--- src/rtl/gww_pkg.sv ---
// Shared types and constants for the greedy word wrap unit.
// Used by the controller, the datapath and the top level; depends on nothing.
package gww_pkg;

	localparam int DefMaxWord  = 32;
	localparam int DefMaxWidth = 32;
	localparam int CfgW        = 6;
	localparam int CharW       = 8;
	localparam int OutDataW    = 16;
	localparam logic [CfgW-1:0]  WidthReset = 6'd32;
	localparam logic [CharW-1:0] SpaceChar  = 8'd32;

	typedef enum logic [1:0] {
		KIND_CHAR = 2'd0,
		KIND_EOL  = 2'd1,
		KIND_EOT  = 2'd2
	} kind_t;

	typedef enum logic [2:0] {
		ST_IDLE,
		ST_DECIDE,
		ST_BREAK,
		ST_SPACE,
		ST_WORD,
		ST_EOL,
		ST_EOT
	} state_t;

	typedef enum logic [1:0] {
		SEL_SPACE,
		SEL_WORD,
		SEL_EOL,
		SEL_EOT
	} out_sel_t;

	typedef struct packed {
		logic     accept;
		logic     decide;
		logic     emit;
		out_sel_t sel;
	} gww_cmd_t;

	typedef struct packed {
		logic flush;
		logic brk;
		logic sp_nz;
		logic sp_last;
		logic word_last;
		logic line_nz;
		logic eot;
		logic out_free;
	} gww_status_t;

endpackage

--- src/rtl/greedy_word_wrap_unit.sv ---
// Top level of the greedy word wrap unit.
// Depends on gww_pkg, gww_ctrl, gww_dp and gww_ram.
//
// Usage: characters enter one beat at a time on the s_axis channel, tdata[7:0]
// carrying the byte and tlast marking the final character of a text. Byte 32 is
// a space, every other byte is a word character. Results leave on m_axis, one
// beat per emitted character, line end or text end; tuser carries the kind and
// tlast marks the last beat caused by one input character. Line width is set
// through cfg_we/cfg_wdata while the unit is idle; zero acts as one.
// Timing: an input beat is taken only when the controller is idle. Every input
// passes through the decision state; a character that ends no word and no text
// then returns to idle. A finished word is replayed from the word RAM at one
// character per cycle while the receiver does not stall, preceded by its spaces
// or a line end. After the decision state, the first result of a beat is loaded
// into the output register by the state that emits it.
// The output is a single register: if the receiver stalls, replay pauses with
// it, while the next input beat is still taken once the controller is idle.
// Reset clears all counters and the sticky truncation flag and sets the width
// to 32; the word RAM is not cleared, since only written entries are read.
module greedy_word_wrap_unit #(
	parameter int MAX_WORD  = gww_pkg::DefMaxWord,
	parameter int MAX_WIDTH = gww_pkg::DefMaxWidth
) (
	input  logic                         clk,
	input  logic                         arst_n,
	input  logic                         cfg_we,
	input  logic [gww_pkg::CfgW-1:0]     cfg_wdata,      // wrap width
	input  logic                         s_axis_tvalid,
	output logic                         s_axis_tready,
	input  logic [gww_pkg::CharW-1:0]    s_axis_tdata,   // ch
	input  logic                         s_axis_tlast,   // end_of_text
	output logic                         m_axis_tvalid,
	input  logic                         m_axis_tready,
	output logic [gww_pkg::OutDataW-1:0] m_axis_tdata,   // out_char[7:0], word_truncated[8]
	output logic [1:0]                   m_axis_tuser,   // kind
	output logic                         m_axis_tlast    // last
);
	import gww_pkg::*;

	gww_cmd_t    cmd;
	gww_status_t st;

	// The controller sequences decision, line break, spaces and word replay.
	gww_ctrl u_ctrl (
		.clk     (clk),
		.arst_n  (arst_n),
		.s_valid (s_axis_tvalid),
		.s_ready (s_axis_tready),
		.st      (st),
		.cmd     (cmd)
	);

	// The datapath holds the counters, the word buffer and the output beat.
	gww_dp #(
		.MAX_WORD  (MAX_WORD),
		.MAX_WIDTH (MAX_WIDTH)
	) u_dp (
		.clk       (clk),
		.arst_n    (arst_n),
		.cfg_we    (cfg_we),
		.cfg_wdata (cfg_wdata),
		.in_char   (s_axis_tdata),
		.in_eot    (s_axis_tlast),
		.cmd       (cmd),
		.st        (st),
		.m_valid   (m_axis_tvalid),
		.m_ready   (m_axis_tready),
		.m_data    (m_axis_tdata),
		.m_kind    (m_axis_tuser),
		.m_last    (m_axis_tlast)
	);

endmodule

--- src/rtl/gww_ram.sv ---
// Generic single-write, single-read RAM with a registered read port.
// Holds the current word; no dependencies.
module gww_ram #(
	parameter int WIDTH = 8,
	parameter int DEPTH = 32
) (
	input  logic                     clk,
	input  logic                     we,
	input  logic [$clog2(DEPTH)-1:0] waddr,
	input  logic [WIDTH-1:0]         wdata,
	input  logic                     re,
	input  logic [$clog2(DEPTH)-1:0] raddr,
	output logic [WIDTH-1:0]         rdata
);

	logic [WIDTH-1:0] mem_q [DEPTH];

	always_ff @(posedge clk) begin
		if (we) begin
			mem_q[waddr] <= wdata;
		end
		if (re) begin
			rdata <= mem_q[raddr];
		end
	end

endmodule

--- src/rtl/gww_ctrl.sv ---
// Controller state machine of the greedy word wrap unit.
// Depends on gww_pkg; drives the datapath through gww_cmd_t.
module gww_ctrl (
	input  logic                 clk,
	input  logic                 arst_n,
	input  logic                 s_valid,
	output logic                 s_ready,
	input  gww_pkg::gww_status_t st,
	output gww_pkg::gww_cmd_t    cmd
);
	import gww_pkg::*;

	state_t state_q;
	state_t state_d;

	always_ff @(posedge clk or negedge arst_n) begin
		if (!arst_n) begin
			state_q <= ST_IDLE;
		end else begin
			state_q <= state_d;
		end
	end

	always_comb begin
		state_d = state_q;
		case (state_q)
			ST_IDLE: begin
				if (s_valid) state_d = ST_DECIDE;
			end
			ST_DECIDE: begin
				if (st.flush) begin
					if (st.brk) state_d = ST_BREAK;
					else if (st.sp_nz) state_d = ST_SPACE;
					else state_d = ST_WORD;
				end else if (st.eot) begin
					state_d = st.line_nz ? ST_EOL : ST_EOT;
				end else begin
					state_d = ST_IDLE;
				end
			end
			ST_BREAK: begin
				if (st.out_free) state_d = ST_WORD;
			end
			ST_SPACE: begin
				if (st.out_free && st.sp_last) state_d = ST_WORD;
			end
			ST_WORD: begin
				if (st.out_free && st.word_last) begin
					if (st.eot) state_d = st.line_nz ? ST_EOL : ST_EOT;
					else state_d = ST_IDLE;
				end
			end
			ST_EOL: begin
				if (st.out_free) state_d = ST_EOT;
			end
			ST_EOT: begin
				if (st.out_free) state_d = ST_IDLE;
			end
			default: begin
				state_d = ST_IDLE;
			end
		endcase
	end

	always_comb begin
		s_ready    = 1'b0;
		cmd.accept = 1'b0;
		cmd.decide = 1'b0;
		cmd.emit   = 1'b0;
		cmd.sel    = SEL_EOL;
		case (state_q)
			ST_IDLE: begin
				s_ready    = 1'b1;
				cmd.accept = s_valid;
			end
			ST_DECIDE: begin
				cmd.decide = 1'b1;
			end
			ST_BREAK: begin
				cmd.emit = st.out_free;
				cmd.sel  = SEL_EOL;
			end
			ST_SPACE: begin
				cmd.emit = st.out_free;
				cmd.sel  = SEL_SPACE;
			end
			ST_WORD: begin
				cmd.emit = st.out_free;
				cmd.sel  = SEL_WORD;
			end
			ST_EOL: begin
				cmd.emit = st.out_free;
				cmd.sel  = SEL_EOL;
			end
			ST_EOT: begin
				cmd.emit = st.out_free;
				cmd.sel  = SEL_EOT;
			end
			default: begin
				s_ready = 1'b0;
			end
		endcase
	end

	// A beat is only loaded into the output register when the slot is free.
	a_emit_free: assert property (@(posedge clk) disable iff (!arst_n)
		cmd.emit |-> st.out_free)
		else $error("emit while output register is occupied");

	// The final character of a word ends the item when no end of text follows.
	a_word_end: assert property (@(posedge clk) disable iff (!arst_n)
		(state_q == ST_WORD && st.out_free && st.word_last && !st.eot)
		|=> state_q == ST_IDLE)
		else $error("word replay did not return to idle");

endmodule

--- src/rtl/gww_dp.sv ---
// Datapath of the greedy word wrap unit: counters, word buffer and output register.
// Depends on gww_pkg and gww_ram; steered by gww_ctrl through gww_cmd_t.
module gww_dp #(
	parameter int MAX_WORD  = gww_pkg::DefMaxWord,
	parameter int MAX_WIDTH = gww_pkg::DefMaxWidth
) (
	input  logic                          clk,
	input  logic                          arst_n,
	input  logic                          cfg_we,
	input  logic [gww_pkg::CfgW-1:0]      cfg_wdata,
	input  logic [gww_pkg::CharW-1:0]     in_char,
	input  logic                          in_eot,
	input  gww_pkg::gww_cmd_t             cmd,
	output gww_pkg::gww_status_t          st,
	output logic                          m_valid,
	input  logic                          m_ready,
	output logic [gww_pkg::OutDataW-1:0]  m_data,
	output logic [1:0]                    m_kind,
	output logic                          m_last
);
	import gww_pkg::*;

	localparam int AW    = $clog2(MAX_WORD);
	localparam int WLW   = $clog2(MAX_WORD + 1);
	localparam int PSW   = $clog2(MAX_WIDTH + 1);
	localparam int LMAX  = (MAX_WORD > MAX_WIDTH) ? MAX_WORD : MAX_WIDTH;
	localparam int LLW   = $clog2(LMAX + 1);
	localparam int SUMW  = LLW + 2;
	localparam int EW    = (SUMW > CfgW) ? SUMW : CfgW;

	logic [CfgW-1:0]  width_q;
	logic [WLW-1:0]   wl_q;
	logic [PSW-1:0]   pend_q;
	logic [LLW-1:0]   line_q;
	logic             trunc_q;
	logic             space_q;
	logic             eot_q;
	logic [PSW-1:0]   sp_cnt_q;
	logic [AW-1:0]    rd_idx_q;
	logic             m_valid_q;
	kind_t            m_kind_q;
	logic [CharW-1:0] m_char_q;
	logic             m_trunc_q;
	logic             m_last_q;

	logic             in_space;
	logic             ram_we;
	logic             ram_re;
	logic [AW-1:0]    ram_raddr;
	logic [CharW-1:0] ram_rdata;
	logic [EW-1:0]    eff_w;
	logic [EW-1:0]    need_sum;
	logic [EW-1:0]    fit_sum;
	logic [PSW-1:0]   sp;
	logic [PSW-1:0]   pend_base;
	logic             flush;
	logic             brk;
	logic             line_nz;
	logic             word_last;
	logic             out_free;
	logic             emit_word;
	kind_t            next_kind;
	logic [CharW-1:0] next_char;
	logic             next_last;

	assign in_space = (in_char == SpaceChar);
	assign ram_we   = cmd.accept && !in_space && (wl_q < WLW'(MAX_WORD));
	assign emit_word = cmd.emit && (cmd.sel == SEL_WORD);
	assign ram_re    = cmd.decide || emit_word;
	assign ram_raddr = cmd.decide ? '0 : rd_idx_q + AW'(1);

	gww_ram #(
		.WIDTH (CharW),
		.DEPTH (MAX_WORD)
	) u_word_ram (
		.clk   (clk),
		.we    (ram_we),
		.waddr (wl_q[AW-1:0]),
		.wdata (in_char),
		.re    (ram_re),
		.raddr (ram_raddr),
		.rdata (ram_rdata)
	);

	// Register value zero acts as one; values above the limit are clamped.
	always_comb begin
		if (width_q == '0) eff_w = EW'(1);
		else if (EW'(width_q) > EW'(MAX_WIDTH)) eff_w = EW'(MAX_WIDTH);
		else eff_w = EW'(width_q);
	end

	assign line_nz  = (line_q != '0);
	assign flush    = (space_q || eot_q) && (wl_q != '0);
	assign need_sum = EW'(line_q) + EW'(pend_q) + EW'(wl_q);
	assign brk      = line_nz && (need_sum > eff_w);
	assign sp       = (brk || !line_nz) ? '0 : pend_q;
	assign fit_sum  = EW'(line_q) + EW'(sp) + EW'(wl_q);
	assign pend_base = flush ? '0 : pend_q;
	assign word_last = (WLW'(rd_idx_q) + WLW'(1)) == wl_q;
	assign out_free  = !m_valid_q || m_ready;

	always_comb begin
		st.flush     = flush;
		st.brk       = brk;
		st.sp_nz     = (sp != '0);
		st.sp_last   = (sp_cnt_q == PSW'(1));
		st.word_last = word_last;
		st.line_nz   = line_nz;
		st.eot       = eot_q;
		st.out_free  = out_free;
	end

	always_ff @(posedge clk or negedge arst_n) begin
		if (!arst_n) begin
			width_q   <= WidthReset;
			wl_q      <= '0;
			pend_q    <= '0;
			line_q    <= '0;
			trunc_q   <= 1'b0;
			space_q   <= 1'b0;
			eot_q     <= 1'b0;
			sp_cnt_q  <= '0;
			rd_idx_q  <= '0;
			m_valid_q <= 1'b0;
		end else begin
			if (cfg_we) begin
				width_q <= cfg_wdata;
			end
			if (cmd.accept) begin
				space_q <= in_space;
				eot_q   <= in_eot;
				if (!in_space) begin
					if (wl_q < WLW'(MAX_WORD)) wl_q <= wl_q + WLW'(1);
					else trunc_q <= 1'b1;
				end
			end
			if (cmd.decide) begin
				rd_idx_q <= '0;
				sp_cnt_q <= sp;
				if (flush) begin
					line_q <= brk ? LLW'(wl_q) : LLW'(fit_sum);
				end
				if (space_q) begin
					pend_q <= (pend_base < PSW'(MAX_WIDTH)) ? pend_base + PSW'(1) : pend_base;
				end else begin
					pend_q <= pend_base;
				end
			end
			if (cmd.emit) begin
				case (cmd.sel)
					SEL_SPACE: begin
						sp_cnt_q <= sp_cnt_q - PSW'(1);
					end
					SEL_WORD: begin
						rd_idx_q <= rd_idx_q + AW'(1);
						if (word_last) wl_q <= '0;
					end
					SEL_EOT: begin
						wl_q    <= '0;
						pend_q  <= '0;
						line_q  <= '0;
						trunc_q <= 1'b0;
					end
					default: begin
						line_q <= line_q;
					end
				endcase
			end
			if (cmd.emit) m_valid_q <= 1'b1;
			else if (m_ready) m_valid_q <= 1'b0;
		end
	end

	always_comb begin
		next_kind = KIND_EOL;
		next_char = '0;
		next_last = 1'b0;
		case (cmd.sel)
			SEL_SPACE: begin
				next_kind = KIND_CHAR;
				next_char = SpaceChar;
			end
			SEL_WORD: begin
				next_kind = KIND_CHAR;
				next_char = ram_rdata;
				next_last = word_last && !eot_q;
			end
			SEL_EOL: begin
				next_kind = KIND_EOL;
			end
			SEL_EOT: begin
				next_kind = KIND_EOT;
				next_last = 1'b1;
			end
			default: begin
				next_kind = KIND_EOL;
			end
		endcase
	end

	always_ff @(posedge clk) begin
		if (cmd.emit) begin
			m_kind_q  <= next_kind;
			m_char_q  <= next_char;
			m_trunc_q <= trunc_q;
			m_last_q  <= next_last;
		end
	end

	assign m_valid = m_valid_q;
	assign m_data  = {{(OutDataW - CharW - 1){1'b0}}, m_trunc_q, m_char_q};
	assign m_kind  = m_kind_q;
	assign m_last  = m_last_q;

	a_wl_range: assert property (@(posedge clk) disable iff (!arst_n)
		wl_q <= WLW'(MAX_WORD))
		else $error("word length beyond buffer depth");

	a_pend_range: assert property (@(posedge clk) disable iff (!arst_n)
		pend_q <= PSW'(MAX_WIDTH))
		else $error("pending spaces beyond saturation");

	a_eot_clears: assert property (@(posedge clk) disable iff (!arst_n)
		(cmd.emit && cmd.sel == SEL_EOT)
		|=> (line_q == '0 && wl_q == '0 && pend_q == '0 && !trunc_q))
		else $error("text state not cleared after end of text");

endmodule

--- config.mk ---
export PLATFORM = sky130hd
export DESIGN_NAME = greedy_word_wrap_unit
export DESIGN_NICKNAME = d
export VERILOG_FILES = /design/src/rtl/gww_pkg.sv /design/src/rtl/greedy_word_wrap_unit.sv /design/src/rtl/gww_ram.sv /design/src/rtl/gww_ctrl.sv /design/src/rtl/gww_dp.sv
export SDC_FILE = /design/constraint.sdc
export NUM_CORES = 1
export LEC_CHECK = 0
export BUFFER_PORTS_ARGS = -buffer_cell sky130_fd_sc_hd__buf_2
export CORE_AREA = 2 2 165 167
export DETAILED_ROUTE_END_ITERATION = 12
export DIE_AREA = 0 0 167 169
export PLACE_DENSITY = 0.74
export SYNTH_ARGS = -nofsm -noshare
export SYNTH_HDL_FRONTEND = slang
export SYNTH_SLANG_ARGS = --single-unit
--- constraint.sdc ---
create_clock -name clk -period 4.9 [get_ports clk]
set_input_delay 1.225 -clock clk [delete_from_list [all_inputs] [get_ports clk]]
set_output_delay 1.225 -clock clk [all_outputs]
set_load 0.005 [all_outputs]
==> impl_results.md, run 1 <==
- #FFs+latches synth: 318
- Inserted Diodes: 0
- Clock Path Buffers: 3
- Synth top area share: 0.5778
- DP Cell Count: 1407
- Biggest area consumer among synthesized cells: edfxtp_1
- Minimum clock period: a little over 5000 ps
- Synth warn: 0
- Final Hold Fails: 0
- Mean Syn Cell Area: about 14 sq um
- CP startpoint: u_dp.line_q[0]
- Fillers: 1954
- Setup crit start kind: flip-flop
- # hold bufs at CTS: 0
- Ys flop type: edfxtp_1
- Die Y: 169 microns
- Hold slack: a little under 500 ps
- Max-cap violation count: 0
- Post-synthesis async set-or-reset flop share: 0.1321
- Area grow syn2layout: 14.44%
- FMAX: 0.1980 GHz
- Synth top area cells: edfxtp_1, dfrtp_1, mux4_2
- TritonRoute pass-1 iters: 5
- Power, Total: 10.34 mW
- Clock Skew: 24.66 ps
- Share of cells above drive strength 1: 0.2137
- Final setup violating endpoints: 1
- Initial core utilization: 0.5413
- Initial antenna violation count: 0
- Die Wd: about 170 microns
- Post-route DRC: 0
- Slew Viols, Final: 0
- Avg Vias per Cell: 6.276
- Worst hold path type: flip-flop to flip-flop
- Reg2reg start: u_dp.line_q[0]
- # clock sinks: ~320
- Final ANT Viol Nets: 0
- Placer Congestion: a little under 0.9
- Die ar.: 0.02822 sq mm
- Run status: complete, but fails checks
- Number of I/O pins: 41
- Total CTS buffers: 35
- Worst-path clk slew: 60 ps
- DR vias: 9276
- Critical path class: flip-flop to flip-flop
- Core ar.: roughly 0.027 sq mm
- Max VDD drop: 0.4414 mV
- CTS tree: built
- Synthesized area: roughly 0.014 sq mm
- EDFF count, synth: 276
- Vias in the first global route: 9313
- Placed cell area: 0.01516 sq mm
- First-pass GRT wire length: roughly 53000 microns
- Slew headroom: 0.1008
- Most frequent cell after synthesis: edfxtp_1
- Clk root buf: clkbuf_16
- Routed len/inst: 22.99 microns
- Design area: about 0.016 sq mm
- Buffers on Ports: 33
- Required time of the worst setup path: 5310 ps
- Largest net degree at the start of global routing: slightly below 60
- Setup slack after layout: -150.3 ps
- Clock latency on the worst-skew pair: approximately 520 ps
- Synth top cells by count: edfxtp_1, nor2_1, nand2_1
- Failing checks: setup timing
- Post-DP HPWL: 21610 microns
- PwrDens: 630.0 mW/mm^2
- Cells after synthesis: 1017
- Nets: 1171
- Endpoint class of the critical path: flip-flop
- Final period util: 1.031
- Remaining global-route overflow: 0
- Worst slew pin tran: 1337 ps
- DR iter-0 viols: between 1000 and 1500
- Number of core rows: 60
- H-Tree Depth: 2
- Worst-path fanout max: 6
- Final TNS setup: -150.3 ps
- RSZ-0062 raised after global routing: true
- CP Data Arrival Time: approximately 5500 ps
- Gr usage total: 0.2439
- Worst hold path startpoint: u_dp.trunc_q
- Synth cell types: 77
- Fin cells: between 1000 and 1500
- Leakage: between 5 and 6 nW
- Post-synthesis sequential area ratio: 0.6511
- Routed wire length: 33980 microns
-- state kept, by name (all words and copies together), names as in the netlist, 5 cells and up --
name	count
u_dp.line_q	6
u_dp.m_char_q	8
u_dp.pend_q	6
u_dp.rd_idx_q	5
u_dp.sp_cnt_q	6
u_dp.u_word_ram.mem_q	256
u_dp.u_word_ram.rdata	8
u_dp.width_q	6
u_dp.wl_q	6
-- cell type report --
type,count,area (sq um),share of cell area
Clock buffer,43,905.9,0.05518
Clock inverter,18,140.1,0.008536
Inverter,21,78.83,0.004801
Multi-Input combinational cell,623,4745,0.2890
Sequential cell,318,9340,0.5689
Tap cell,341,426.7,0.02599
Timing Repair Buffer,114,780.7,0.04756
-- report_power, final --
| part | total (mW) | switching (mW) | internal, mW |
|---|---|---|---|
| combinational | 4.51 | 2.58 | 1.93 |
| clock | 2.42 | 1.04 | 1.38 |
| sequential | 3.41 | 0.181 | 3.23 |
| total | 10.3 | 3.80 | 6.54 |
-- layer usage --
metal	global-route usage	routed length, microns	vias to the layer above
met2	0.3883	16080	467
met1	0.3307	13650	4609
met5	0	0	-
li1	-	-	4125
met4	0.08546	1039	0
met3	0.06079	3205	75
-- metrics by stage --
stage / worst slack (ps) / util
after floorplan: -152.5 / -
after global placement: -122.8 / 0.5721
after detailed placement: -270.5 / 0.5721
after CTS: -182.5 / 0.6164
after global routing: -387.3 / 0.6195
final: -150.3 / 0.6195
-- final timing paths --
path	end	slack, ps	depth (start not counted)
setup / recovery	u_dp.line_q[5]	-150	26
hold / removal	u_dp.m_trunc_q	490	0
setup reg to reg	u_dp.line_q[5]	-150	26
hold reg to reg	u_dp.m_trunc_q	490	0
max in group asynchronous	u_dp.sp_cnt_q[3]	3380	1
min in group asynchronous	u_dp.line_q[4]	880	1
-- timing repair --
action / in CTS / in global routing
buffers inserted: 8 / 2
endpoints found under the setup margin: 4 / 4
gates resized for setup: 14 / 12
pin swaps: 16 / 14
gates cloned: 0 / 0
-- cell families (layout without fill, tap and decap cells) --
| family | Yosys count | in the layout | synth area share |
|---|---|---|---|
| flip-flops | 318 | 318 | 0.6511 |
| AND/OR/NAND/NOR | 272 | 272 | 0.08984 |
| AO/OA/AOI/OAI | 227 | 227 | 0.1087 |
| buffers and inverters | 82 | 196 | 0.03184 |
| multiplexers | 50 | 50 | 0.06271 |
| adder cells (fa/ha/maj) | 38 | 38 | 0.03681 |
| XOR/XNOR | 29 | 29 | 0.01875 |
| other | 1 | 7 | 0.0002614 |
-- cell usage in the layout (no fill, tap or decap), types with 31 or more instances in the layout --
cell type / n
edfxtp_1: 276
nand3_1: 32
buf_2: 33
mux4_2: 31
nand2_1: 67
dfrtp_1: 41
clkbuf_16: 35
nor2_1: 89
a21oi_1: 36
buf_4: 79
o21ai_0: 39
o221ai_1: 37
-- worst max-delay path, stage by stage (launching register included) --
cell      delay [ps]
dfrtp_1          390
ha_2             210
fa_2             370
a21o_1           180
a21oi_2          130
xnor2_1          130
ha_1             270
o21a_1           120
o31ai_2           60
a21boi_2         250
ha_4             230
nand3_2          100
buf_4            110
o22ai_1           80
o21a_4           260
buf_6            120
and3_4           170
fa_1             500
inv_1             70
fa_2             400
nor2b_2          120
o21ai_1           60
nand2b_1          90
xnor2_1           90
a21oi_1          170
o22ai_1          100
a21o_1           160
(Power assumes the default switching activity.)
==> run 2, diff against run 1 <==
- BUFFER_PORTS_ARGS: -buffer_cell sky130_fd_sc_hd__buf_2 -> default
- CTS_CLUSTER_SIZE: default -> 8
- DONT_BUFFER_PORTS: default -> 1
- PLACE_DENSITY: 0.74 -> 0.72
- RECOVER_POWER: default -> 100
==> run 2 against run 1 <==
Against the previous run: the run ends with capacitance limit, slew limit, setup timing left; power rose by 1.6%; worst setup slack lost 27 ps; non-clock buffer count fell by 67; first-iteration DRC count fell by 0.57%; core utilization shrank 0.90 points; via count is 3.2% lower; worst hold slack lost 110 ps; sequential cell count unchanged; critical endpoint unchanged; largest cell class unchanged; largest power group unchanged.
==> impl_results.md, run 2 (synthesized netlist as in run 1, its figures left out) <==
- Leakage: 5.573 nW (-3.9%)
- Max VDD drop: 0.4409 mV (-0.12%)
- Final core utilization: 0.6105 (-0.009018)
- Max-cap violation count: 1 (+1)
- Worst-path clk slew: 60 ps (about the same)
- RSZ-0062 raised after global routing: true
- Area grow syn2layout: 12.78%
- Reg with most FFs: u_dp.u_word_ram.mem_q
- Max incr delay on CP: 510 ps (about the same)
- CTS tree: built
- Routed len/inst: 23.70 microns (+3.1%)
- Setup WS pre-CTS: -246.6 ps (+23.92 ps)
- Worst slew pin tran: 1972 ps (+635.4 ps)
- Failing checks: capacitance limit, slew limit, setup timing
- Die ar.: 0.02822 sq mm (unchanged)
- Buffers on Ports: 0 (-100%)
- Minimum clock period: 5077 ps (+26.83 ps)
- Largest net degree at the start of global routing: 71 (+22%)
- Gr usage total: 0.2367 (-0.007142)
- Post-route DRC: 0 (unchanged)
- Run status: complete, but fails checks
- Final Hold Fails: 0 (unchanged)
- Final ANT Viol Nets: 0 (unchanged)
- Clk root buf: clkbuf_16
- Fillers: 1942 (-0.61%)
- Remaining global-route overflow: 0 (unchanged)
- Setup slack after layout: -177.2 ps (-26.83 ps)
- R2R Setup Slk: -180 ps (-30 ps)
- Nets: 1114 (-4.9%)
- Share of cells above drive strength 1: 0.1622 (-0.05156)
- Total CTS buffers: 45 (+29%)
- DR iter-0 viols: 1043 (-0.57%)
- Slew headroom: -0.3193 (-0.4201)
- Seq pwr share: 0.326 (-0.004)
- Commonest non-fill, non-tap cell in the layout: edfxtp_1
- Setup crit start kind: flip-flop
- Largest registers: u_dp.u_word_ram.mem_q x256, u_dp.m_char_q x8, u_dp.u_word_ram.rdata x8
- CP Data Arrival Time: 5510 ps (+50 ps)
- Required time of the worst setup path: 5330 ps (+20 ps)
- Placer Congestion: 0.8550 (-2.2%)
- Final setup violating endpoints: 1 (unchanged)
- Die Wd: 167 microns (unchanged)
- Endpoint class of the critical path: flip-flop
- Final TNS setup: -177.2 ps (-26.83 ps)
- Core ar.: 0.02650 sq mm (unchanged)
- # clock sinks: 318 (unchanged)
- Placed cell area: 0.01478 sq mm (-2.5%)
- Internal power: 6.801 mW (+3.9%)
- Commonest non-fill, non-tap cells in the layout: edfxtp_1, nor2_1, nand2_1, clkbuf_16
- H-Tree Depth: 2 (unchanged)
- DR vias: 8975 (-3.2%)
- Design area: 0.01618 sq mm (-1.5%)
- Critical path class: flip-flop to flip-flop
- Clock Path Buffers: 3 (unchanged)
- Net Sw Frac: 0.3530 (-0.01435)
- Max reg flops: 256 (unchanged)
- Avg Vias per Cell: 6.347 (+1.1%)
- First-pass GRT wire length: 51410 microns (-2.6%)
- Worst-path fanout max: 6 (unchanged)
- Number of I/O pins: 41 (unchanged)
- PwrDens: 649.7 mW/mm^2 (+3.1%)
- Initial antenna violation count: 0 (unchanged)
- Die Y: 169 microns (unchanged)
- Worst hold path type: input port to async pin
- Clk pwr share: 0.262 (+0.028)
- Post-DP HPWL: 20860 microns (-3.5%)
- Final period util: 1.036 (+0.005475)
- Clock Skew: 20.54 ps (-4.120 ps)
- Routed wire length: 33510 microns (-1.4%)
- Vias in the first global route: 8877 (-4.7%)
- Clock latency on the worst-skew pair: 530 ps (about the same)
- Power, Total: 10.51 mW (+1.6%)
- Combinational power share: 0.411 (-0.025)
- TritonRoute pass-1 iters: 5 (unchanged)
- Slew Viols, Final: 71 (+71)
- Initial core utilization: 0.5413 (unchanged)
- Crit-path slowest cell: fa_1
- FMAX: 0.1970 GHz (-0.53%)
- Inserted Diodes: 0 (unchanged)
- Fin cells: 1414 (-4.3%)
- DP Cell Count: 1343 (-4.5%)
- Number of core rows: 60 (unchanged)
- # hold bufs at CTS: 0 (unchanged)
- Psw: 3.711 mW (-2.3%)
- Hold slack: 378.6 ps (-107.0 ps)
-- run 2: cell types whose count changed in the layout (fill, tap and decap cells not counted), sizes merged --
cell	delta
clkinvlp	-2
bufinv	-1
buf	-69
clkbuf	+22
inv	-1
clkinv	-13
-- run 2: routing by layer --
layer / part of all wire / track usage
met5: 0 / 0
met4: 0.025 / 0.07571
met3: 0.090 / 0.04676
met2: 0.48 / 0.3800
met1: 0.41 / 0.3297
-- run 2: critical path: cells and delay by family, from the launching register on --
family | cells | cell delay [ps]
adder cells (fa/ha/maj) | 6 | 2070
AO/OA/AOI/OAI | 10 | 1320
XOR/XNOR | 2 | 220
AND/OR/NAND/NOR | 6 | 730
buffers and inverters | 2 | 200
flip-flops | 1 | 410
-- run 2: layout make-up --
type | count | area [sq um] | area share
flip-flops and latches | 318 | 9340 | 0.5773
multi-input cells | 623 | 4730 | 0.2923
clock buffers | 63 | 1225 | 0.07572
well taps | 341 | 426.7 | 0.02637
repair buffers | 47 | 361.6 | 0.02235
inverters | 21 | 78.83 | 0.004872
clock inverters | 1 | 16.27 | 0.001005
-- run 2: what timing repair did --
item                                    4_1_cts  5_1_grt
gates resized for setup                       5       21
hold endpoints to repair                      0        0
pin swaps                                     4       13
endpoints found under the setup margin        3        4
buffers inserted                              1        6
-- run 2: power groups by stage --
stage / Combinational, mW / Sequential, mW / Clock [mW]
floorplan: 2.90 / 3.43 / 0
global placement: 3.77 / 3.46 / 0
detailed placement: 3.82 / 3.48 / 0
CTS: 3.90 / 3.43 / 2.80
global route: 4.73 / 3.45 / 2.91
finish: 4.32 / 3.43 / 2.76
-- run 2: path summary, 6_finish.rpt --
kind	startpoint	cells past startpoint	endpoint
setup / recovery	u_dp.line_q[0]	26	u_dp.line_q[5]
hold / removal	arst_n	0	u_dp.line_q[5]
setup reg to reg	u_dp.line_q[0]	26	u_dp.line_q[5]
hold reg to reg	u_dp.trunc_q	0	u_dp.m_trunc_q
max in group asynchronous	arst_n	0	u_dp.width_q[5]
min in group clk	u_dp.trunc_q	0	u_dp.m_trunc_q
